$ cat config.mk
export PLATFORM = sky130hd
export DESIGN_NAME = ipsd_scale
export DESIGN_NICKNAME = d
export VERILOG_FILES = /design/src/rtl/core/ipsd_pkg.sv /design/src/rtl/core/ipsd_scale.sv
export SDC_FILE = /design/constraint.sdc
export NUM_CORES = 2
export LEC_CHECK = 0
export BUFFER_PORTS_ARGS = -buffer_cell sky130_fd_sc_hd__buf_2
export CORE_MARGIN = 2
export CORE_UTILIZATION = 53
export DETAILED_ROUTE_END_ITERATION = 8
export PLACE_DENSITY = 0.8
export SKIP_LAST_GASP = 1
export SLEW_MARGIN = 25
export SYNTH_ARGS = -nofsm -noshare
export SYNTH_HDL_FRONTEND = slang
export SYNTH_SLANG_ARGS = --single-unit
$ cat constraint.sdc
create_clock -name aclk -period 10.8 [get_ports aclk]
set_input_delay 0.54 -clock aclk [delete_from_list [all_inputs] [get_ports aclk]]
set_output_delay 0.54 -clock aclk [all_outputs]
set_load 0.02 [all_outputs]
$ cat src/rtl/core/ipsd_pkg.sv
// shared constants, types and the sine table of the inverse park / svpwm duty core
package ipsd_pkg;

    // field widths
    localparam int ANGLE_W  = 16;
    localparam int VOLT_W   = 16;
    localparam int TRIG_W   = 16;   // signed q1.14 sine and cosine
    localparam int PROD_W   = 32;   // voltage times trig
    localparam int AB_W     = 18;   // alpha and beta in q.8 volts
    localparam int GAIN_W   = 24;   // counts per volt, unsigned q16.8
    localparam int PER_W    = 16;
    localparam int AK_W     = 43;   // alpha or beta times gain
    localparam int UQ_W     = 38;   // sign test terms in q.24
    localparam int SA_W     = 60;   // sqrt(3)/2 times alpha times gain
    localparam int XYZ_W    = 62;   // x, y, z times in q.32 counts
    localparam int NUM_W    = 64;   // compare numerators
    localparam int DUTY_W   = 16;
    localparam int CODE_W   = 3;
    localparam int IN_TDATA_W  = 48;
    localparam int OUT_TDATA_W = 56;
    localparam int CFG_DATA_W  = 24;

    // sqrt(3)/2 in q0.16
    localparam logic [16:0] SQRT3_HALF_Q16 = 17'd56756;

    // register reset values
    localparam logic [GAIN_W-1:0] GAIN_RESET   = 24'd77594;
    localparam logic [PER_W-1:0]  PERIOD_RESET = 16'd4200;

    // configuration register indexes
    typedef enum logic [0:0] {
        CFG_COUNTS_PER_VOLT = 1'b0,
        CFG_PWM_PERIOD      = 1'b1
    } cfg_index_t;

    // sector codes, bit0 beta > 0, bit1 u2 > 0, bit2 u3 > 0
    localparam logic [CODE_W-1:0] SEC_CODE_1 = 3'd1;
    localparam logic [CODE_W-1:0] SEC_CODE_2 = 3'd2;
    localparam logic [CODE_W-1:0] SEC_CODE_3 = 3'd3;
    localparam logic [CODE_W-1:0] SEC_CODE_4 = 3'd4;
    localparam logic [CODE_W-1:0] SEC_CODE_5 = 3'd5;
    localparam logic [CODE_W-1:0] SEC_CODE_6 = 3'd6;

    // quarter wave of round(16384 * sin(k * pi / 128)), k = 0..64
    localparam logic [14:0] SIN_QUARTER [0:64] = '{
        15'd0,     15'd402,   15'd804,   15'd1205,  15'd1606,  15'd2006,  15'd2404,  15'd2801,
        15'd3196,  15'd3590,  15'd3981,  15'd4370,  15'd4756,  15'd5139,  15'd5520,  15'd5897,
        15'd6270,  15'd6639,  15'd7005,  15'd7366,  15'd7723,  15'd8076,  15'd8423,  15'd8765,
        15'd9102,  15'd9434,  15'd9760,  15'd10080, 15'd10394, 15'd10702, 15'd11003, 15'd11297,
        15'd11585, 15'd11866, 15'd12140, 15'd12406, 15'd12665, 15'd12916, 15'd13160, 15'd13395,
        15'd13623, 15'd13842, 15'd14053, 15'd14256, 15'd14449, 15'd14635, 15'd14811, 15'd14978,
        15'd15137, 15'd15286, 15'd15426, 15'd15557, 15'd15679, 15'd15791, 15'd15893, 15'd15986,
        15'd16069, 15'd16143, 15'd16207, 15'd16261, 15'd16305, 15'd16340, 15'd16364, 15'd16379,
        15'd16384
    };

    // full wave sine from an 8 bit angle index, signed q1.14
    function automatic logic signed [TRIG_W-1:0] sin_of(input logic [7:0] idx);
        logic [1:0]  quad;
        logic [6:0]  pos;
        logic [14:0] mag;
        logic signed [TRIG_W-1:0] mag_s;
        quad = idx[7:6];
        pos  = {1'b0, idx[5:0]};
        if (quad[0]) begin
            mag = SIN_QUARTER[7'd64 - pos];
        end else begin
            mag = SIN_QUARTER[pos];
        end
        mag_s = $signed({1'b0, mag});
        return quad[1] ? -mag_s : mag_s;
    endfunction

endpackage

$ cat src/rtl/core/ipsd_scale.sv
// sector sign tests and gain scaling of the x, y and z times
module ipsd_scale (
    input  logic                                  aclk,
    input  logic                                  aresetn,
    input  logic                                  en,
    input  logic                                  in_valid,
    input  logic signed [ipsd_pkg::AB_W-1:0]      alpha,
    input  logic signed [ipsd_pkg::AB_W-1:0]      beta,
    input  logic [ipsd_pkg::GAIN_W-1:0]           counts_per_volt,
    output logic                                  out_valid,
    output logic [ipsd_pkg::CODE_W-1:0]           sector_code,
    output logic signed [ipsd_pkg::XYZ_W-1:0]     x_time,
    output logic signed [ipsd_pkg::XYZ_W-1:0]     y_time,
    output logic signed [ipsd_pkg::XYZ_W-1:0]     z_time
);

    logic [2:0] valid_reg;

    logic signed [ipsd_pkg::AK_W-1:0]  ak_reg, bk_reg, bk2_reg;
    logic signed [ipsd_pkg::SA_W-1:0]  sa_reg;
    logic [ipsd_pkg::CODE_W-1:0]       code_reg, code2_reg, code3_reg;
    logic signed [ipsd_pkg::XYZ_W-1:0] x_reg, y_reg, z_reg;

    logic signed [ipsd_pkg::GAIN_W:0]  gain_s;
    logic signed [ipsd_pkg::UQ_W-1:0]  s_alpha, half_beta, zq24, yq24;
    logic [ipsd_pkg::CODE_W-1:0]       code_next;
    logic signed [ipsd_pkg::XYZ_W-1:0] sa_ext, b15_ext, x_next, y_next, z_next;

    // sign tests on u2 = s*alpha - beta/2 and u3 = -s*alpha - beta/2 in q.24
    always_comb begin
        gain_s    = $signed({1'b0, counts_per_volt});
        s_alpha   = ipsd_pkg::UQ_W'(alpha * $signed({1'b0, ipsd_pkg::SQRT3_HALF_Q16}));
        half_beta = ipsd_pkg::UQ_W'(beta) <<< 15;
        zq24      = s_alpha - half_beta;
        yq24      = -s_alpha - half_beta;
        code_next = {(yq24 > 0), (zq24 > 0), (beta > 0)};
    end

    // combine scaled terms into the three times
    always_comb begin
        sa_ext  = ipsd_pkg::XYZ_W'(sa_reg);
        b15_ext = ipsd_pkg::XYZ_W'(bk2_reg) <<< 15;
        x_next  = ipsd_pkg::XYZ_W'(bk2_reg) <<< 16;
        z_next  = sa_ext - b15_ext;
        y_next  = -sa_ext - b15_ext;
    end

    // valid bits
    always_ff @(posedge aclk) begin
        if (!aresetn) begin
            valid_reg <= '0;
        end else if (en) begin
            valid_reg <= {valid_reg[1:0], in_valid};
        end
    end

    // gain products, constant product, then the time sums
    always_ff @(posedge aclk) begin
        if (en) begin
            ak_reg    <= alpha * gain_s;
            bk_reg    <= beta * gain_s;
            code_reg  <= code_next;
            sa_reg    <= ak_reg * $signed({1'b0, ipsd_pkg::SQRT3_HALF_Q16});
            bk2_reg   <= bk_reg;
            code2_reg <= code_reg;
            x_reg     <= x_next;
            y_reg     <= y_next;
            z_reg     <= z_next;
            code3_reg <= code2_reg;
        end
    end

    assign out_valid   = valid_reg[2];
    assign sector_code = code3_reg;
    assign x_time      = x_reg;
    assign y_time      = y_reg;
    assign z_time      = z_reg;

endmodule

==> flow_summary.toml <==
[worst_setup_path]
crit_fanout = 8
slowest_delay_ns = 0.57
crit_type = "in -> reg"
worstRegToRegCells = 22
crit_end = "code_reg[2]"
r2r-end = "sa_reg[59]"
path_depth = 37
cp_data_required_time_ns = 11.12
cpMaxStageDelayCell = "or4_1"
crit_path_start_kind = "input port"
arrival_ns = 10.35
reg2reg_slack_ns = 3.52
endpoint_kind = "register"
crit_start = "alpha[6]"
worstReg2RegStart = "ak_reg[6]"
path_delay_family = "adder cells"
cp.buffers_inverters = 6

[yosys]
synth_top_family_by_area = "adder cells"
synth_edf_count = 357
synthXorXnorAreaFrac = 0.0345
yosys.area_share.simple = 0.115
ys_top_cells_by_area = "fa_1 (34%), edfxtp_1 (16%), ha_1 (15%)"
post_synth.cell_area_avg_um2 = 9.55
synth_cell_types = 86
syn_inst = 7196
ys_ff_latch = 360
synth_fa_ha_area_frac = 0.492
yosysTopAreaCell = "fa_1"
synth-compound-area-share = 0.0913
synth_top_area_frac = 0.343
synthArstFlopShare = 0
synthMuxAreaShare = 0.00299
synth_common_cells = "inv_1 (1666), fa_1 (1179), ha_1 (815), nand2_1 (714), edfxtp_1 (357)"
ys_seq_area_frac = 0.157
synth_most_common_cell = "inv_1"
syn_area_um2 = 68700
synth_top_flop_cell = "edfxtp_1"
ys_warn_count = 0

[floorplanning]
initial_core_util = 0.532
rows = 132
die_x_um = 364
die-area_um2 = 133000
ios = 254
core_um2 = 129000
fp.dieH_um = 364

[finish]
drive_gt1_frac = 0.0537
largest_reg_flops = 60
syn_to_final_growth_pct = 5.67
regArea_um2 = 10800
fin_nets = 9316
multi_input_area_um2 = 50600
fin_area_um2 = 72600
fillers = 11000

[detailed_routing]
ant_nets = 0
viasPerCell = 5.53
drt_wl_total_um = 173000
drc = 0
post_drt_wl_per_cell_um = 19.2
drtIter0Drc = 3447
first_pass_iters = 6
via_count = 50000

[grt]
overflow = 0
grt_util_all_layers = 0.265
grt_pass1_vias = 52800
antenna_found_initial = 16
grt_pass1_wl_um = 277000
grt_max_degree = 134

[sta]
min_period_ns = 10.03
rsz0062_at_grt = "false"
skew_ns = 0.0211
setup_viol = 0
tightest_slew_ns = 1.05
relSlewSlack = 0.299
hold_viol_final = 0
hold_ws_ns = 0.218
fmax_mhz = 99.7
fin_tns_setup_ns = 0
drv_slew = 0
fin_crit_sh = 0.928

[clocking]
cts_tree = "built"
clock_latency_ns = 0.57
post_cts_buffers = 0
h-tree-depth = 2
post_cts_resized = 0
cts-root-buf = "clkbuf_16"
cts.path.max_buffers = 3
cts_buffers = 37
clock-sinks = 360
clkTransAtPathRegs_ns = 0.06
cts_hold_buf = 0

[place]
routabilityCongestion = 0.969
hpwlAfterDp_um = 142000
dpl-instance-area_um2 = 71400
portBuffers = 233

[hold_path]
hold_start = "aresetn"
worstHoldPathCells = 2
hold_path_class = "in -> reg"

[run_status]
outcome = "complete, no violations"

[job]
max_cap_violations = 0
==> worst reg2reg max path, delay by kind of cell (launching register included) <==
kind,cells,cell delay [ns]
flip-flops,1,0.49
AND/OR/NAND/NOR,4,0.67
adder cells (fa/ha/maj),7,3.28
AO/OA/AOI/OAI,6,2.18
XOR/XNOR,1,0.13
buffers and inverters,4,0.25
==> placed cells by master (no fill, tap or decap), drive strengths merged, types with 96 or more instances in the layout <==
cell type,n
buf,284
fa,1179
edfxtp,357
a21oi,309
xnor2,191
o21ai,160
inv,1672
nand2b,96
nand2,714
and2,275
a21o,135
nor2,222
ha,815
==> metrics by stage <==
stage | setup slack [ns] | instances | util
detailed placement | 0.186 | 8961 | 0.553
floorplan | 1.35 | 7215 | -
global route | 0.0731 | 9029 | 0.562
CTS | 0.772 | 9024 | 0.562
finish | 0.774 | 9034 | 0.562
global placement | 0.306 | 8961 | 0.553
==> layout make-up <==
cell class              count  area share
diodes                     10    0.000345
multi-input cells        4909       0.697
clock buffers              39      0.0129
well taps                1742      0.0300
flip-flops and latches    360       0.148
repair buffers            284      0.0215
inverters                1666      0.0861
clock inverters            24     0.00370
==> worst min path at each step <==
stage                        end  slack (ns)
floorplan             bk2_reg[0]        0.40
global placement     bk2_reg[21]        0.40
detailed placement   bk2_reg[11]        0.40
CTS                 valid_reg[2]        0.20
global route        valid_reg[2]        0.21
finish              valid_reg[2]        0.22
==> layer usage <==
layer / global-route usage / part of all wire / wire (µm) / vias to the layer above
met5: 0 / 0.00050 / 87 / -
met4: 0.109 / 0.044 / 7690 / 14
met3: 0.0509 / 0.084 / 14600 / 440
met2: 0.445 / 0.47 / 81600 / 1950
met1: 0.337 / 0.40 / 69100 / 24900
li1: - / - / - / 22700
==> cells by family (layout without fill, tap and decap cells) <==
kind of cell | Yosys count | in the layout
AOI/OAI and AO/OA | 964 | 964
muxes | 20 | 20
adders and majority gates | 1994 | 1994
buffers and inverters | 1946 | 2013
DFF | 360 | 360
and+or+nand+nor | 1640 | 1640
xor gates and xnor gates | 271 | 271
other | 1 | 30
Power is not shown: default switching activity piles up to over one toggle a cycle in this logic, so the estimate is an artifact.
