### src/rtl/core/ipsd_pkg.sv
// shared constants, types and the sine table of the inverse park / svpwm duty core
package ipsd_pkg;

    // field widths
    localparam int ANGLE_W  = 16;
    localparam int VOLT_W   = 16;
    localparam int TRIG_W   = 16;   // signed q1.14 sine and cosine
    localparam int PROD_W   = 32;   // voltage times trig
    localparam int AB_W     = 18;   // alpha and beta in q.8 volts
    localparam int GAIN_W   = 24;   // counts per volt, unsigned q16.8
    localparam int PER_W    = 16;
    localparam int AK_W     = 43;   // alpha or beta times gain
    localparam int UQ_W     = 38;   // sign test terms in q.24
    localparam int SA_W     = 60;   // sqrt(3)/2 times alpha times gain
    localparam int XYZ_W    = 62;   // x, y, z times in q.32 counts
    localparam int NUM_W    = 64;   // compare numerators
    localparam int DUTY_W   = 16;
    localparam int CODE_W   = 3;
    localparam int IN_TDATA_W  = 48;
    localparam int OUT_TDATA_W = 56;
    localparam int CFG_DATA_W  = 24;

    // sqrt(3)/2 in q0.16
    localparam logic [16:0] SQRT3_HALF_Q16 = 17'd56756;

    // register reset values
    localparam logic [GAIN_W-1:0] GAIN_RESET   = 24'd77594;
    localparam logic [PER_W-1:0]  PERIOD_RESET = 16'd4200;

    // configuration register indexes
    typedef enum logic [0:0] {
        CFG_COUNTS_PER_VOLT = 1'b0,
        CFG_PWM_PERIOD      = 1'b1
    } cfg_index_t;

    // sector codes, bit0 beta > 0, bit1 u2 > 0, bit2 u3 > 0
    localparam logic [CODE_W-1:0] SEC_CODE_1 = 3'd1;
    localparam logic [CODE_W-1:0] SEC_CODE_2 = 3'd2;
    localparam logic [CODE_W-1:0] SEC_CODE_3 = 3'd3;
    localparam logic [CODE_W-1:0] SEC_CODE_4 = 3'd4;
    localparam logic [CODE_W-1:0] SEC_CODE_5 = 3'd5;
    localparam logic [CODE_W-1:0] SEC_CODE_6 = 3'd6;

    // quarter wave of round(16384 * sin(k * pi / 128)), k = 0..64
    localparam logic [14:0] SIN_QUARTER [0:64] = '{
        15'd0,     15'd402,   15'd804,   15'd1205,  15'd1606,  15'd2006,  15'd2404,  15'd2801,
        15'd3196,  15'd3590,  15'd3981,  15'd4370,  15'd4756,  15'd5139,  15'd5520,  15'd5897,
        15'd6270,  15'd6639,  15'd7005,  15'd7366,  15'd7723,  15'd8076,  15'd8423,  15'd8765,
        15'd9102,  15'd9434,  15'd9760,  15'd10080, 15'd10394, 15'd10702, 15'd11003, 15'd11297,
        15'd11585, 15'd11866, 15'd12140, 15'd12406, 15'd12665, 15'd12916, 15'd13160, 15'd13395,
        15'd13623, 15'd13842, 15'd14053, 15'd14256, 15'd14449, 15'd14635, 15'd14811, 15'd14978,
        15'd15137, 15'd15286, 15'd15426, 15'd15557, 15'd15679, 15'd15791, 15'd15893, 15'd15986,
        15'd16069, 15'd16143, 15'd16207, 15'd16261, 15'd16305, 15'd16340, 15'd16364, 15'd16379,
        15'd16384
    };

    // full wave sine from an 8 bit angle index, signed q1.14
    function automatic logic signed [TRIG_W-1:0] sin_of(input logic [7:0] idx);
        logic [1:0]  quad;
        logic [6:0]  pos;
        logic [14:0] mag;
        logic signed [TRIG_W-1:0] mag_s;
        quad = idx[7:6];
        pos  = {1'b0, idx[5:0]};
        if (quad[0]) begin
            mag = SIN_QUARTER[7'd64 - pos];
        end else begin
            mag = SIN_QUARTER[pos];
        end
        mag_s = $signed({1'b0, mag});
        return quad[1] ? -mag_s : mag_s;
    endfunction

endpackage

### src/rtl/core/ipsd_rot.sv
// sine and cosine lookup and inverse park rotation to alpha and beta
module ipsd_rot (
    input  logic                                  aclk,
    input  logic                                  aresetn,
    input  logic                                  en,
    input  logic                                  in_valid,
    input  logic [ipsd_pkg::ANGLE_W-1:0]          elec_angle,
    input  logic signed [ipsd_pkg::VOLT_W-1:0]    volt_d,
    input  logic signed [ipsd_pkg::VOLT_W-1:0]    volt_q,
    output logic                                  out_valid,
    output logic signed [ipsd_pkg::AB_W-1:0]      alpha,
    output logic signed [ipsd_pkg::AB_W-1:0]      beta
);

    logic [2:0] valid_reg;

    logic signed [ipsd_pkg::TRIG_W-1:0] sn_reg, cs_reg;
    logic signed [ipsd_pkg::VOLT_W-1:0] ud_reg, uq_reg;
    logic signed [ipsd_pkg::PROD_W-1:0] p_dc_reg, p_qs_reg, p_qc_reg, p_ds_reg;
    logic signed [ipsd_pkg::AB_W-1:0]   alpha_reg, beta_reg;

    logic signed [ipsd_pkg::TRIG_W-1:0] sn_next, cs_next;
    logic signed [ipsd_pkg::PROD_W:0]   alpha_sum, beta_sum;

    // table lookup, cosine is the sine a quarter turn ahead
    always_comb begin
        sn_next = ipsd_pkg::sin_of(elec_angle[15:8]);
        cs_next = ipsd_pkg::sin_of(elec_angle[15:8] + 8'd64);
    end

    // rotation sums with round half up before dropping 14 fraction bits
    always_comb begin
        alpha_sum = $signed({p_dc_reg[ipsd_pkg::PROD_W-1], p_dc_reg})
                  - $signed({p_qs_reg[ipsd_pkg::PROD_W-1], p_qs_reg})
                  + 33'sd8192;
        beta_sum  = $signed({p_qc_reg[ipsd_pkg::PROD_W-1], p_qc_reg})
                  + $signed({p_ds_reg[ipsd_pkg::PROD_W-1], p_ds_reg})
                  + 33'sd8192;
    end

    // valid bits
    always_ff @(posedge aclk) begin
        if (!aresetn) begin
            valid_reg <= '0;
        end else if (en) begin
            valid_reg <= {valid_reg[1:0], in_valid};
        end
    end

    // datapath stages
    always_ff @(posedge aclk) begin
        if (en) begin
            sn_reg    <= sn_next;
            cs_reg    <= cs_next;
            ud_reg    <= volt_d;
            uq_reg    <= volt_q;
            p_dc_reg  <= ud_reg * cs_reg;
            p_qs_reg  <= uq_reg * sn_reg;
            p_qc_reg  <= uq_reg * cs_reg;
            p_ds_reg  <= ud_reg * sn_reg;
            alpha_reg <= alpha_sum[31:14];
            beta_reg  <= beta_sum[31:14];
        end
    end

    assign out_valid = valid_reg[2];
    assign alpha     = alpha_reg;
    assign beta      = beta_reg;

endmodule

### config.mk
export PLATFORM = sky130hd
export DESIGN_NAME = ipsd_rot
export DESIGN_NICKNAME = d
export VERILOG_FILES = /design/src/rtl/core/ipsd_pkg.sv /design/src/rtl/core/ipsd_rot.sv
export SDC_FILE = /design/constraint.sdc
export NUM_CORES = 2
export LEC_CHECK = 0
export BUFFER_PORTS_ARGS = -buffer_cell sky130_fd_sc_hd__buf_2
export CORE_ASPECT_RATIO = 0.75
export CORE_MARGIN = 8
export CORE_UTILIZATION = 55
export DETAILED_ROUTE_END_ITERATION = 10
export PLACE_DENSITY = 0.82
export RECOVER_POWER = 100
export SLEW_MARGIN = 0
export SYNTH_ARGS = -nofsm -noshare
export SYNTH_HDL_FRONTEND = slang
export SYNTH_SLANG_ARGS = --single-unit
### constraint.sdc
create_clock -name aclk -period 9.9 [get_ports aclk]
set_input_delay 0.99 -clock aclk [delete_from_list [all_inputs] [get_ports aclk]]
set_output_delay 0.99 -clock aclk [all_outputs]
set_load 0.05 [all_outputs]
==> run_results.csv <==
group,metric,value,unit
run_status,outcome,"finished, violations left",
run_status,violations,"max-capacitance violations, max-slew violations",
routing,wl_per_cell,18.4,µm
floorplan,die_x,375,µm
synth,synth.yosys.warnings,0,
synth,postSynthNetCount,7155,
timing,clock_skew,35.8,ps
setup_path,crit_type,"primary input to register",
cts,cts_buffer_depth,3,
timing,setup_viol,0,
synth,synth_top_area_share,39.4,%
global_route,grt_pass1_vias,40310,
flow_run,maxCapViolations,5,
cts,cts_tree,"built",
synth,synth_area_leaders,"fa_1 39%, edfxtp_1 13%, ha_1 11%, inv_1 8.5%, and2_1 6.0%",
timing,timing.fmax,119,MHz
routing,drc,0,
routing,drt-initial-drc-count,2971,
hold_path,holdCritPathClass,"register to register",
timing,fin_crit_sh,84.7,%
floorplan,initial_utilization,55.7,%
setup_path,worstRegToRegCells,22,
timing,relSlewSlack,-295,%
synth,yosys-top-cells-count,"1,208 x inv_1, 1,048 x fa_1, 571 x nand2_1",
placed_design,place_congestion,0.932,
setup_path,reg2reg_to,"p_dc_reg[31]",
cts,cts-root-buf,"clkbuf_16",
timing,setup-tns-final,0,ps
cts,h-tree-depth,1,
setup_path,r2r_start,"cs_reg[1]",
placed_design,dp_hpwl,98.9,mm
synth,ys_seq_area_share,13.0,%
synth,synth-main-ff-cell,"edfxtp_1",
routing,postRouteAntennaNets,0,
cts,cts-hold-fix-buffers,0,
synth,synth_seq_cells,231,
cts,cts.clk_slew.worst_paths,60,ps
setup_path,rrSetupSlack,2060,ps
timing,rsz0062_at_grt,"false",
synth,synthArstFlopShare,0,%
timing,drv_slew,322,
placed_design,port_buffers,80,
setup_path,end_kind,"register",
synth,postSynthCellCount,5586,
hold_path,whs_endpoint,"valid_reg[2]",
timing,worstMarginPinSlew,5920,ps
global_route,grt_max_degree,101,
setup_path,cp_max_fo,52,
synth,synth.avg_cell_area,9.52,µm²
synth,synth_edf_count,228,
floorplan,core_area,95500,µm²
setup_path,crit_arrival,8790,ps
routing,routed_wl,125,mm
routing,vias,37868,
hold_path,min_from,"valid_reg[2]",
routing,via_per_inst,5.58,
cts,cts_resized,0,
setup_path,crit_required,10310,ps
floorplan,die-area,107000,µm²
synth,yosysMostFrequentCell,"inv_1",
floorplan,ios,89,
cts,cts_made_buffers,30,
cts,clk_latency,630,ps
cts,clock-sinks,231,
global_route,grt_overflow_total,0,
timing,min_period,8390,ps
synth,syn_area,53200,µm²
cts,cts_setup_buffers,0,
floorplan,die_h,285,µm
cells_and_area,nNetsFinal,7077,
synth,synth_cell_types,93,
global_route,grtUsageTotal,23.7,%
routing,first_pass_iters,6,
hold_path,whs_path_depth,2,
setup_path,cp-start-kind,"primary input",
global_route,antenna_found_initial,6,
timing,hold_violations,0,
global_route,grt_first_pass_wirelength,207,mm
cells_and_area,syn_to_final_growth,4.45,%
synth,yosys.area.top_type,"fa_1",
cells_and_area,drive_gt1_share,3.49,%
floorplan,rows,98,
==> worst max-delay path, cell delays in order <==
cell,delay (ps)
clkbuf_1,1560
clkinv_1,1250
ha_1,720
nor2b_1,430
xnor2_4,210
clkbuf_1,940
nand2_1,200
a311oi_1,320
a211o_1,150
a21oi_1,90
mux2i_1,470
ha_1,350
and3_1,200
nand4_1,240
o211ai_1,250
nor3b_1,360
==> logic make-up after synthesis <==
family,Yosys count,synth area share [%]
muxes,25,0.602
buffers and inverters,1474,10.6
DFF,231,13.0
adders and majority gates,1517,50.5
AOI/OAI and AO/OA,632,7.80
xor gates and xnor gates,204,3.46
and+or+nand+nor,1503,14.1
==> worst max path at each step <==
| stage | to | slack, ps | cells after the start | start |
|---|---|---|---|---|
| 3_3_place_gp | p_qc_reg[31] | 2210 | 22 | cs_reg[15] |
| 3_5_place_dp | p_qc_reg[31] | 2170 | 22 | cs_reg[15] |
| 2_1_floorplan | p_qc_reg[31] | 3330 | 22 | uq_reg[15] |
| 4_1_cts | p_qc_reg[31] | 2100 | 22 | cs_reg[15] |
| 5_1_grt | cs_reg[14] | 1130 | 16 | elec_angle[10] |
| 6_report | cs_reg[14] | 1510 | 16 | elec_angle[10] |
==> routing by layer <==
metal / routed length, µm / vias up / track usage, %
li1: - / 17061 / -
met1: 51300 / 18887 / 32.5
met2: 57000 / 1673 / 38.4
met3: 13700 / 245 / 5.78
met4: 2740 / 2 / 5.33
met5: 11 / - / 0
==> per-stage QoR <==
step	instance area [µm²]	hold WS [ps]	setup slack [ps]	cells	utilization [%]
final	55600	526	1510	6782	58.2
after global routing	55600	524	1130	6781	58.2
after CTS	55700	514	2100	6780	58.3
after detailed placement	54600	515	2170	6726	57.2
after global placement	54600	497	2210	6726	57.2
after floorplan	53200	482	3330	5586	-
==> cell type report <==
type / instances / area, µm²
clock inverters: 23 / 289
inverters: 1212 / 4550
fillers: 7704 / 40000
diodes: 2 / 5.00
multi-input cells: 3881 / 40600
repair buffers: 152 / 856
well taps: 1250 / 1560
flip-flops and latches: 231 / 6910
clock buffers: 31 / 754
==> placed cells by master (no fill, tap or decap), types with 19 or more instances in the layout <==
cell type     n
inv_1      1208
fa_1       1048
nand2_1     571
and2_1      488
ha_1        469
edfxtp_1    228
a21oi_1     194
nor2_1      185
xnor2_1     154
o21ai_0     117
a21o_1       67
buf_4        65
clkbuf_1     55
xor2_1       46
nand3_1      41
nor3_1       40
nand2b_1     37
buf_2        32
o21bai_1     31
nor2b_1      30
clkbuf_16    30
a211oi_1     25
a31oi_1      23
and3_1       20
o21a_1       20
and2_0       19
Power is not shown: default switching activity piles up to over one toggle a cycle in this logic, so the estimate is an artifact.
