### config.mk
export PLATFORM = sky130hd
export DESIGN_NAME = ipsd_duty
export DESIGN_NICKNAME = d
export VERILOG_FILES = /design/src/rtl/core/ipsd_pkg.sv /design/src/rtl/core/ipsd_duty.sv
export SDC_FILE = /design/constraint.sdc
export NUM_CORES = 2
export LEC_CHECK = 0
export ABC_CLOCK_PERIOD_IN_PS = 9300
export BUFFER_PORTS_ARGS = -buffer_cell sky130_fd_sc_hd__buf_2
export CAP_MARGIN = 15
export CORE_MARGIN = 2
export CORE_UTILIZATION = 35
export CTS_BUF_LIST = sky130_fd_sc_hd__clkbuf_16
export CTS_CLUSTER_DIAMETER = 200
export DETAILED_ROUTE_END_ITERATION = 16
export MAX_ROUTING_LAYER = met4
export PLACE_DENSITY_LB_ADDON = 0.25
export SKIP_CTS_REPAIR_TIMING = 1
export SYNTH_ARGS = -nofsm -noshare
export SYNTH_HDL_FRONTEND = slang
export SYNTH_SLANG_ARGS = --single-unit
### constraint.sdc
create_clock -name aclk -period 9.3 [get_ports aclk]
set_clock_uncertainty 0.15 [all_clocks]
set_input_delay 2.79 -clock aclk [delete_from_list [all_inputs] [get_ports aclk]]
set_output_delay 2.79 -clock aclk [all_outputs]
set_load 0.05 [all_outputs]
### src/rtl/core/ipsd_pkg.sv
// shared constants, types and the sine table of the inverse park / svpwm duty core
package ipsd_pkg;

    // field widths
    localparam int ANGLE_W  = 16;
    localparam int VOLT_W   = 16;
    localparam int TRIG_W   = 16;   // signed q1.14 sine and cosine
    localparam int PROD_W   = 32;   // voltage times trig
    localparam int AB_W     = 18;   // alpha and beta in q.8 volts
    localparam int GAIN_W   = 24;   // counts per volt, unsigned q16.8
    localparam int PER_W    = 16;
    localparam int AK_W     = 43;   // alpha or beta times gain
    localparam int UQ_W     = 38;   // sign test terms in q.24
    localparam int SA_W     = 60;   // sqrt(3)/2 times alpha times gain
    localparam int XYZ_W    = 62;   // x, y, z times in q.32 counts
    localparam int NUM_W    = 64;   // compare numerators
    localparam int DUTY_W   = 16;
    localparam int CODE_W   = 3;
    localparam int IN_TDATA_W  = 48;
    localparam int OUT_TDATA_W = 56;
    localparam int CFG_DATA_W  = 24;

    // sqrt(3)/2 in q0.16
    localparam logic [16:0] SQRT3_HALF_Q16 = 17'd56756;

    // register reset values
    localparam logic [GAIN_W-1:0] GAIN_RESET   = 24'd77594;
    localparam logic [PER_W-1:0]  PERIOD_RESET = 16'd4200;

    // configuration register indexes
    typedef enum logic [0:0] {
        CFG_COUNTS_PER_VOLT = 1'b0,
        CFG_PWM_PERIOD      = 1'b1
    } cfg_index_t;

    // sector codes, bit0 beta > 0, bit1 u2 > 0, bit2 u3 > 0
    localparam logic [CODE_W-1:0] SEC_CODE_1 = 3'd1;
    localparam logic [CODE_W-1:0] SEC_CODE_2 = 3'd2;
    localparam logic [CODE_W-1:0] SEC_CODE_3 = 3'd3;
    localparam logic [CODE_W-1:0] SEC_CODE_4 = 3'd4;
    localparam logic [CODE_W-1:0] SEC_CODE_5 = 3'd5;
    localparam logic [CODE_W-1:0] SEC_CODE_6 = 3'd6;

    // quarter wave of round(16384 * sin(k * pi / 128)), k = 0..64
    localparam logic [14:0] SIN_QUARTER [0:64] = '{
        15'd0,     15'd402,   15'd804,   15'd1205,  15'd1606,  15'd2006,  15'd2404,  15'd2801,
        15'd3196,  15'd3590,  15'd3981,  15'd4370,  15'd4756,  15'd5139,  15'd5520,  15'd5897,
        15'd6270,  15'd6639,  15'd7005,  15'd7366,  15'd7723,  15'd8076,  15'd8423,  15'd8765,
        15'd9102,  15'd9434,  15'd9760,  15'd10080, 15'd10394, 15'd10702, 15'd11003, 15'd11297,
        15'd11585, 15'd11866, 15'd12140, 15'd12406, 15'd12665, 15'd12916, 15'd13160, 15'd13395,
        15'd13623, 15'd13842, 15'd14053, 15'd14256, 15'd14449, 15'd14635, 15'd14811, 15'd14978,
        15'd15137, 15'd15286, 15'd15426, 15'd15557, 15'd15679, 15'd15791, 15'd15893, 15'd15986,
        15'd16069, 15'd16143, 15'd16207, 15'd16261, 15'd16305, 15'd16340, 15'd16364, 15'd16379,
        15'd16384
    };

    // full wave sine from an 8 bit angle index, signed q1.14
    function automatic logic signed [TRIG_W-1:0] sin_of(input logic [7:0] idx);
        logic [1:0]  quad;
        logic [6:0]  pos;
        logic [14:0] mag;
        logic signed [TRIG_W-1:0] mag_s;
        quad = idx[7:6];
        pos  = {1'b0, idx[5:0]};
        if (quad[0]) begin
            mag = SIN_QUARTER[7'd64 - pos];
        end else begin
            mag = SIN_QUARTER[pos];
        end
        mag_s = $signed({1'b0, mag});
        return quad[1] ? -mag_s : mag_s;
    endfunction

endpackage

### src/rtl/core/ipsd_duty.sv
// per sector compare numerators, rounding, saturation and the output register
module ipsd_duty (
    input  logic                                  aclk,
    input  logic                                  aresetn,
    input  logic                                  en,
    input  logic                                  in_valid,
    input  logic [ipsd_pkg::CODE_W-1:0]           sector_code,
    input  logic signed [ipsd_pkg::XYZ_W-1:0]     x_time,
    input  logic signed [ipsd_pkg::XYZ_W-1:0]     y_time,
    input  logic signed [ipsd_pkg::XYZ_W-1:0]     z_time,
    input  logic [ipsd_pkg::PER_W-1:0]            pwm_period,
    output logic                                  out_valid,
    output logic [ipsd_pkg::DUTY_W-1:0]           duty_a,
    output logic [ipsd_pkg::DUTY_W-1:0]           duty_b,
    output logic [ipsd_pkg::DUTY_W-1:0]           duty_c,
    output logic [ipsd_pkg::CODE_W-1:0]           code_out,
    output logic                                  clipped
);

    logic valid_reg;
    logic out_valid_reg;

    logic signed [ipsd_pkg::NUM_W-1:0] na_reg, nb_reg, nc_reg;
    logic [ipsd_pkg::CODE_W-1:0]       code_reg, code_out_reg;
    logic                              sec_ok_reg;
    logic [ipsd_pkg::DUTY_W-1:0]       duty_a_reg, duty_b_reg, duty_c_reg;
    logic                              clipped_reg;

    logic signed [ipsd_pkg::NUM_W-1:0] pq, xe, ye, ze, na_next, nb_next, nc_next;
    logic                              sec_ok_next;
    logic [ipsd_pkg::DUTY_W:0]         ca, cb, cc;
    logic [ipsd_pkg::DUTY_W-1:0]       duty_a_next, duty_b_next, duty_c_next;
    logic                              clipped_next;

    // drop bits below 33, then clamp to 0..period; msb of result is the clip flag
    function automatic logic [ipsd_pkg::DUTY_W:0] clamp_duty(
        input logic signed [ipsd_pkg::NUM_W-1:0] num,
        input logic [ipsd_pkg::PER_W-1:0]        per
    );
        logic [30:0] v;
        v = num[63:33];
        if (num[ipsd_pkg::NUM_W-1]) begin
            return {1'b1, {ipsd_pkg::DUTY_W{1'b0}}};
        end else if (v > {15'd0, per}) begin
            return {1'b1, per};
        end else begin
            return {1'b0, v[ipsd_pkg::DUTY_W-1:0]};
        end
    endfunction

    // period in q.32 with the rounding half already added
    always_comb begin
        pq = $signed({15'd0, {1'b0, pwm_period} + 17'd1, 32'd0});
        xe = ipsd_pkg::NUM_W'(x_time);
        ye = ipsd_pkg::NUM_W'(y_time);
        ze = ipsd_pkg::NUM_W'(z_time);
    end

    // active vector times per sector, zero vector split evenly
    always_comb begin
        sec_ok_next = 1'b1;
        na_next     = pq;
        nb_next     = pq;
        nc_next     = pq;
        case (sector_code)
            ipsd_pkg::SEC_CODE_3: begin
                na_next = pq + ze + xe;
                nb_next = pq - ze + xe;
                nc_next = pq - ze - xe;
            end
            ipsd_pkg::SEC_CODE_1: begin
                na_next = pq + ze - ye;
                nb_next = pq - ze - ye;
                nc_next = pq + ze + ye;
            end
            ipsd_pkg::SEC_CODE_5: begin
                na_next = pq - xe - ye;
                nb_next = pq + xe + ye;
                nc_next = pq - xe + ye;
            end
            ipsd_pkg::SEC_CODE_4: begin
                na_next = pq + xe + ze;
                nb_next = pq + xe - ze;
                nc_next = pq - xe - ze;
            end
            ipsd_pkg::SEC_CODE_6: begin
                na_next = pq - ye + ze;
                nb_next = pq - ye - ze;
                nc_next = pq + ye + ze;
            end
            ipsd_pkg::SEC_CODE_2: begin
                na_next = pq - ye - xe;
                nb_next = pq + ye + xe;
                nc_next = pq + ye - xe;
            end
            default: begin
                sec_ok_next = 1'b0;
            end
        endcase
    end

    // saturation, invalid sectors give zeros without clip
    always_comb begin
        ca = clamp_duty(na_reg, pwm_period);
        cb = clamp_duty(nb_reg, pwm_period);
        cc = clamp_duty(nc_reg, pwm_period);
        if (sec_ok_reg) begin
            duty_a_next  = ca[ipsd_pkg::DUTY_W-1:0];
            duty_b_next  = cb[ipsd_pkg::DUTY_W-1:0];
            duty_c_next  = cc[ipsd_pkg::DUTY_W-1:0];
            clipped_next = ca[ipsd_pkg::DUTY_W] | cb[ipsd_pkg::DUTY_W] | cc[ipsd_pkg::DUTY_W];
        end else begin
            duty_a_next  = '0;
            duty_b_next  = '0;
            duty_c_next  = '0;
            clipped_next = 1'b0;
        end
    end

    // valid bits, the last one is the output beat valid
    always_ff @(posedge aclk) begin
        if (!aresetn) begin
            valid_reg     <= 1'b0;
            out_valid_reg <= 1'b0;
        end else if (en) begin
            valid_reg     <= in_valid;
            out_valid_reg <= valid_reg;
        end
    end

    // numerator and output registers
    always_ff @(posedge aclk) begin
        if (en) begin
            na_reg       <= na_next;
            nb_reg       <= nb_next;
            nc_reg       <= nc_next;
            code_reg     <= sector_code;
            sec_ok_reg   <= sec_ok_next;
            duty_a_reg   <= duty_a_next;
            duty_b_reg   <= duty_b_next;
            duty_c_reg   <= duty_c_next;
            code_out_reg <= code_reg;
            clipped_reg  <= clipped_next;
        end
    end

    assign out_valid = out_valid_reg;
    assign duty_a    = duty_a_reg;
    assign duty_b    = duty_b_reg;
    assign duty_c    = duty_c_reg;
    assign code_out  = code_out_reg;
    assign clipped   = clipped_reg;

endmodule

==> flow_metrics.env <==
export IMPL_timing_final_crit_share_pct=101
export IMPL_cp_slowest_stage_delay_ps=700
export IMPL_cellPowerDensity_nw_per_um2=146
export IMPL_reg2regPathDepth=6
export IMPL_layout_drive_gt1_share_pct=26.8
export IMPL_total_power_uw=10900
export IMPL_start_util_pct=35.3
export IMPL_clock_root_buffer="clkbuf_16"
export IMPL_clock_path_buffers=2
export IMPL_synth_edff_count=149
export IMPL_ys_async_sr_fraction_pct=0
export IMPL_slew_headroom_pct=15.6
export IMPL_first_global_vias=68953
export IMPL_cp_start_kind="primary input"
export IMPL_setup_slack_ps=-103
export IMPL_max_freq_mhz=106
export IMPL_critPathMaxFanout=4
export IMPL_synth_top_family_by_area="compound AO/OA/AOI/OAI gates"
export IMPL_numPortBuffers=261
export IMPL_hold_viol=0
export IMPL_syn2layout_area_growth_pct=37.7
export IMPL_power_leakage_uw=0.0356
export IMPL_setup_violations_final=1
export IMPL_worstPathArrival_ps=9480
export IMPL_cts_tree="yes"
export IMPL_die_area_um2=158000
export IMPL_fill_cells=15834
export IMPL_cts_sinks=151
export IMPL_worst_pin_slew_ps=1250
export IMPL_syn_area_per_cell_um2=7.05
export IMPL_yosys_warnings=0
export IMPL_grt_max_degree=85
export IMPL_grt_usage_pct=48.1
export IMPL_clkSlewWorstSetupHoldPaths_ps=70
export IMPL_ys_types=96
export IMPL_coreArea_um2=154000
export IMPL_viasPerCell=6.25
export IMPL_synth_xor_area_share_pct=10.4
export IMPL_drc=0
export IMPL_place_hpwl_um=336000
export IMPL_rsz0062_at_grt="true"
export IMPL_whs_path_depth=0
export IMPL_peakVddDrop_uv=151
export IMPL_synth_ff_type="edfxtp_1"
export IMPL_synthCells=7703
export IMPL_tns_ps=-103
export IMPL_cts_buffers=17
export IMPL_drv_slew=0
export IMPL_cp_required_ps=9380
export IMPL_synth_seq_area_share_pct=8.31
export IMPL_yosys_register_bits=151
export IMPL_synth_simple_area_share_pct=22.2
export IMPL_maxCapViolCount=0
export IMPL_crit_path_end_kind="flip-flop"
export IMPL_failed_checks="negative setup slack"
export IMPL_synth_area_leaders="ha_1 (20%), edfxtp_1 (8.2%), xnor2_1 (7.8%)"
export IMPL_critPathMostFrequentCell="buf_4"
export IMPL_hold_worst_slack_ps=274
export IMPL_antenna_left=0
export IMPL_io_pins=262
export IMPL_slowest_stage="nor4_1"
export IMPL_cts_htree_levels=4
export IMPL_gr_total_overflow=0
export IMPL_routed_wl_um=385000
export IMPL_outcome="finished with violations"
export IMPL_synth_compound_area_share_pct=32.2
export IMPL_synth_fa_ha_area_share_pct=20.1
export IMPL_antenna_found_initial=40
export IMPL_path_class="in2reg"
export IMPL_fp_dieH_um=398
export IMPL_wire_per_inst_um=32.3
export IMPL_yosysTopAreaCellShare_pct=20.0
export IMPL_fin_nets=10900
export IMPL_grt_first_pass_wirelength_um=524000
export IMPL_netlist_area_um2=54300
export IMPL_rows=144
export IMPL_syn_nets=8784
export IMPL_synth_area_mux_share_pct=1.91
export IMPL_drt_iter0_drc=10401
export IMPL_fin_crit_ps=9400
export IMPL_clock_latency_ps=520
export IMPL_dr_pass1_iters=7
export IMPL_hp_class="reg2reg"
export IMPL_finalWeightedCongestion=1.17
export IMPL_yosysTopAreaCell="ha_1"
export IMPL_dieWidth_um=398
export IMPL_route_vias_total=74475
## routing by layer
layer	vias up	GRT usage, %	wire, um
li1	33112	-	-
met1	35652	63.9	165000
met2	4904	62.0	142000
met3	807	20.2	57600
met4	0	20.8	21100
met5	-	-	0
## power by group
part	internal (uW)	switching, uW
logic	3750	5470
registers	899	62.2
clock network	394	344
## cells in the mapped netlist (all sizes together), types with 28 or more instances
library cell and number:
mux2 35, a21boi 42, and3 80, o21bai 98, o211ai 72, edfxtp 149
nand2b 80, clkbuf 246, and2 50, nor2 589, a2111oi 30, a21oi 839
or3 38, o21ai 570, a31oi 104, xnor2 486, a41oi 28, nor3b 29
o221ai 33, inv 395, nand4 193, nand3 244, o21a 83, ha 869
a22oi 38, mux2i 64, nor3 171, buf 34, or4 28, o22ai 43
a21o 426, nor4 84, a221oi 41, nand2 717, a211oi 80, nor2b 107
xor2 158, o31ai 48
## through the flow
stage	std cells	util [%]	cell area, um2	setup WS, ps
5_1_grt	11912	48.5	74700	-56.9
3_3_place_gp	11831	47.5	73200	-1600
3_5_place_dp	11833	47.5	73200	-941
2_1_floorplan	7703	-	54300	50.6
6_report	11925	48.5	74800	-103
4_1_cts	11865	47.9	73800	-432
## final cells by class
| type | count | area (um2) | share of cell area (%) |
|---|---|---|---|
| clock inverter | 15 | 151 | 0.203 |
| antenna | 49 | 123 | 0.164 |
| timing repair buffer | 2377 | 17400 | 23.3 |
| multi-input combinational | 6864 | 48000 | 64.2 |
| tap | 2044 | 2560 | 3.42 |
| clock buffer | 17 | 425 | 0.569 |
| sequential | 151 | 4510 | 6.04 |
| inverter | 408 | 1530 | 2.05 |
## logic make-up after synthesis
logic type,Yosys count
AND/OR/NAND/NOR,2493
AO/OA/AOI/OAI,2756
XOR/XNOR,644
buffers and inverters,688
flip-flops,151
multiplexers,99
adder cells (fa/ha/maj),872
## cells in the final DEF (no fill, tap or decap), types with 149 or more instances in the layout
master,n
xnor2_1,469
xor2_1,156
o21ai_0,551
nand3_1,242
a21o_1,424
inv_1,394
a21oi_1,820
nand4_1,192
buf_2,260
ha_1,865
nor2_1,582
edfxtp_1,149
buf_4,2095
nand2_1,714
nor3_1,156
## path summary, 6_finish.rpt
path / slack, ps / to / startpoint
setup / recovery: -100 / na_reg[62]$_DFFE_PP_ / x_time[28]
hold / removal: 270 / code_out[1]$_DFFE_PP_ / code_reg[1]$_DFFE_PP_
setup reg to reg: 4990 / duty_b[14]$_SDFFCE_PP0P_ / nb_reg[61]$_DFFE_PP_
hold reg to reg: 270 / code_out[1]$_DFFE_PP_ / code_reg[1]$_DFFE_PP_
## worst max-delay path, delay by kind of cell
family          cells  cell delay, ps
simple gates        7            2130
compound gates     11            2110
xor+xnor            1             130
buf+inv            10            1920
fa+ha+maj           1             390
(Power assumes the default switching activity.)
